<file path="src/rtl/amc_pkg.sv">
// ----------------------------------------------------------------------------
// amc_pkg
// Shared types and fixed constants for the adaptive message coalescer.
// ----------------------------------------------------------------------------
package amc_pkg;

  // Fixed field widths
  localparam int CH_FIELD_W  = 6;
  localparam int CNT_FIELD_W = 5;
  localparam int CFG_W       = 5;
  localparam int SEC_W       = 32;
  localparam int MSEC_W      = 10;

  // Ceiling register value after reset
  localparam logic [CFG_W-1:0] CEIL_RESET = 5'd16;

  // Controller states
  typedef enum logic [1:0] {
    ST_IDLE,
    ST_LOOKUP,
    ST_HDR,
    ST_REC
  } state_t;

  // Controller to datapath commands
  typedef struct packed {
    logic load_in;   // capture transaction, read channel metadata
    logic eval;      // update batch, metadata and limit
    logic load_hdr;  // place header item in output register
    logic load_rec;  // place record item in output register
  } ctl_cmd_t;

  // Datapath to controller status
  typedef struct packed {
    logic in_hit;      // input addresses an open, existing channel
    logic poll_empty;  // poll of an empty batch
    logic do_flush;    // batch must be flushed
    logic n_zero;      // flushed batch holds no records
    logic out_free;    // output register can take an item
    logic rec_last;    // current record is the final one
  } dp_status_t;

endpackage

</file>
<file path="src/rtl/amc_ctrl.sv">
// ----------------------------------------------------------------------------
// amc_ctrl
// Sequencer: take a transaction, evaluate the batch, stream out a flush.
// ----------------------------------------------------------------------------
module amc_ctrl import amc_pkg::*; (
  input  logic       clk,
  input  logic       rst_n,
  input  logic       in_tvalid,
  output logic       in_tready,
  input  dp_status_t st,
  output ctl_cmd_t   cmd
);

  state_t state_r;
  state_t state_nxt;

  // State register
  always_ff @(posedge clk) begin
    if (!rst_n) begin
      state_r <= ST_IDLE;
    end else begin
      state_r <= state_nxt;
    end
  end

  // Next state and commands
  always_comb begin
    state_nxt = state_r;
    cmd       = '0;
    in_tready = 1'b0;
    unique case (state_r)
      ST_IDLE: begin
        in_tready = 1'b1;
        // closed or unknown channels are dropped here
        if (in_tvalid && st.in_hit) begin
          cmd.load_in = 1'b1;
          state_nxt   = ST_LOOKUP;
        end
      end
      ST_LOOKUP: begin
        cmd.eval = 1'b1;
        if (!st.poll_empty && st.do_flush) begin
          state_nxt = ST_HDR;
        end else begin
          state_nxt = ST_IDLE;
        end
      end
      ST_HDR: begin
        if (st.out_free) begin
          cmd.load_hdr = 1'b1;
          state_nxt    = st.n_zero ? ST_IDLE : ST_REC;
        end
      end
      ST_REC: begin
        if (st.out_free) begin
          cmd.load_rec = 1'b1;
          if (st.rec_last) begin
            state_nxt = ST_IDLE;
          end
        end
      end
    endcase
  end

endmodule

</file>
<file path="config.mk">
export PLATFORM = sky130hd
export DESIGN_NAME = amc_ctrl
export DESIGN_NICKNAME = d
export VERILOG_FILES = /design/src/rtl/amc_pkg.sv /design/src/rtl/amc_ctrl.sv
export SDC_FILE = /design/constraint.sdc
export NUM_CORES = 1
export LEC_CHECK = 0
export BUFFER_PORTS_ARGS = -buffer_cell sky130_fd_sc_hd__buf_2
export CORE_AREA = 2 2 39 41
export DETAILED_ROUTE_END_ITERATION = 8
export DIE_AREA = 0 0 41 43
export PLACE_DENSITY_LB_ADDON = 0.3
export RECOVER_POWER = 50
export SYNTH_ARGS = -nofsm -noshare
export SYNTH_HDL_FRONTEND = slang
export SYNTH_SLANG_ARGS = --single-unit
</file>
<file path="constraint.sdc">
create_clock -name clk -period 1 [get_ports clk]
set_input_delay 0.1 -clock clk [delete_from_list [all_inputs] [get_ports clk]]
set_output_delay 0.1 -clock clk [all_outputs]
set_load 0.01 [all_outputs]
</file>
==> impl_metrics.ini <==
[detailed_routing]
routed_wl_um = 480
drt_iter0_drc = 3
dr.pass1.iters = 4
vias = 200
ant_nets = 0
wl_per_cell_um = 9.412
vias_per_cell = 3.922
post-route-drc-count = 0

[clock_network]
cts_root_buf = clkbuf_4
path_clk_slew_ps = 30
clock-sinks = 2
clock_latency_ps = 220
cts_made_buffers = 3
h-tree-depth = 1
clockBufferDepth = 2
cts_tree = done

[logic_synthesis]
synth_seq_cells = 2
yosysTopAreaCellShare_pct = 27.83
synth_area_um2 = 143.9
ys_types = 14
avgSynthCellArea_um2 = 8.993
syn_inst = 16
post-synth-top-area-cell = dfxtp_1
syn_nets = 25
synthTopCellsByArea = dfxtp_1 28%, and3_4 7.8%, o221a_2 7.8%, mux2i_1 7.0%, nor4bb_1 7.0%
seq_area_frac_synth_pct = 27.83
yosys_warnings = 0

[finish]
final_net_count = 46
mostFrequentLayoutCell = buf_2
final_cell_mix = 11 x buf_2, 5 x buf_6, 3 x clkbuf_4
top_register = state_r
largest_reg_flops = 2
antenna_cells = 0
design_area_um2 = 330.3
syn_to_final_growth_pct = 129.6
largestRegisters = state_r x2
final_util_pct = 23.87
drive_above_1_share_pct = 80.00
fin_cells = 51

[floorplanning]
initial_core_util_pct = 10.40
die-area_um2 = 1763
fp-row-count = 14
die_w_um = 41
coreArea_um2 = 1384
ioPinCount = 14
die_h_um = 43

[grt]
antenna_found_initial = 0
grtUsageTotal_pct = 6.713
grt_max_degree = 6
grt_first_pass_wirelength_um = 800
grt_pass1_vias = 211
overflow = 0

[critical_path]
crit_buf_inv = 1
crit_arrival_ps = 970
path_class = reg -> out
worst_path_max_delay_cell = dfxtp_4
slowest_delay_ps = 360
timing.rr.end = state_r[0]
required_ps = 900
ff2ff_setup_slack_ps = 30
reg2reg_from = state_r[0]
cp-start-kind = flop
path_max_fanout = 5
critPathCaptureType = output pin
crit_chain = nor2_4 -> and3_4 -> buf_6
cp_top_family = flip-flops
r2r_cells = 3

[hold_path]
min_to = state_r[0]
min_path_cells = 2
hp-start = rst_n
hold_path.class = in -> reg

[status]
violations = negative setup slack
status = complete, but fails checks

[timing]
slew_viol_final = 0
fin_crit_ps = 1067
final-setup-viol-count = 1
fin_skew_ps = 0.2374
setup_slack_ps = -67.10
maxSlewHeadroom_pct = 87.63
rsz0062_at_grt = yes
finalHoldViolCount = 0
worst_pin_slew_ps = 185.2
fin_crit_sh_pct = 106.7
fmax_mhz = 937.1

[placement]
pre_cts_ws_ps = -3.465
numPlacedInstances = 44
placed_cell_area_um2 = 229.0
io_buffers = 13
gp_congestion = 0.6484

[power_and_ir_drop]
power-per-cell-area_nw_per_um2 = 1014
p_leak_uw = 0.0001601
power_uw = 335.0
ir_drop_uv = 201.9

[job]
drv_cap = 0
## per-stage QoR
step                setup TNS [ps]  hold slack (ps)
floorplan                        0            220.5
global placement            -8.710            356.9
detailed placement          -3.465            352.3
CTS                         -82.65            110.4
global route                -222.0            122.7
finish                      -67.10            120.2
## cell families after synthesis
family          after synthesis  share of synthesized area (%)
mux                           1                          6.957
buf+inv                       1                          5.219
compound gates                3                          17.39
flops                         2                          27.83
simple gates                  9                          42.62
## worst reg2reg max path: stages (launching register included)
cell     delay (ps)
dfxtp_4         380
nor2_4           50
and3_4          150
o31a_1          280
## synthesized netlist by cell type
library cell / number
nand2_1: 2
and2b_1: 1
o221a_2: 1
buf_4: 1
nor2_1: 1
and3b_1: 1
a21oi_1: 1
mux2i_1: 1
nor4bb_1: 1
and3_1: 1
nor2_2: 1
o31a_1: 1
and3_4: 1
dfxtp_1: 2
## area by class of cell
cell class	count	area, µm²
Fill cell	154	1054
Multi-Input combinational cell	13	121.4
Timing Repair Buffer	17	118.9
Sequential cell	2	47.55
Clock buffer	3	22.52
Tap cell	16	20.02
## timing repair
item / 4_1_cts / 5_1_grt
gates resized for setup: 6 / 6
pin swaps: 3 / 6
hold buffers: 0 / 0
endpoints found under the setup margin: 5 / 6
buffers inserted: 3 / 1
## routing by layer
layer / up-vias / global-route usage, % / routed length (µm) / part of all wire [%]
met3: 0 / 3.141 / 42 / 8.8
met5: - / 0 / 0 / 0
li1: 100 / - / - / -
met1: 92 / 7.029 / 162 / 34
met4: 0 / 4.000 / 0 / 0
met2: 8 / 10.31 / 276 / 57
## power breakdown
part           internal (µW)  switching, µW
registers               80.0           5.86
clock network            132           43.7
logic                   46.9           26.3
## worst max path at each step
stage,slack (ps),cells past startpoint,to,from
after global routing,-110,3,cmd[3],state_r[0]
after detailed placement,-3,3,state_r[0],state_r[0]
after CTS,-80,3,cmd[3],state_r[1]
final,-70,3,cmd[3],state_r[0]
after floorplan,7,4,state_r[0],state_r[0]
after global placement,-9,3,state_r[0],state_r[0]
No activity file was read; power rests on OpenSTA's default activity.
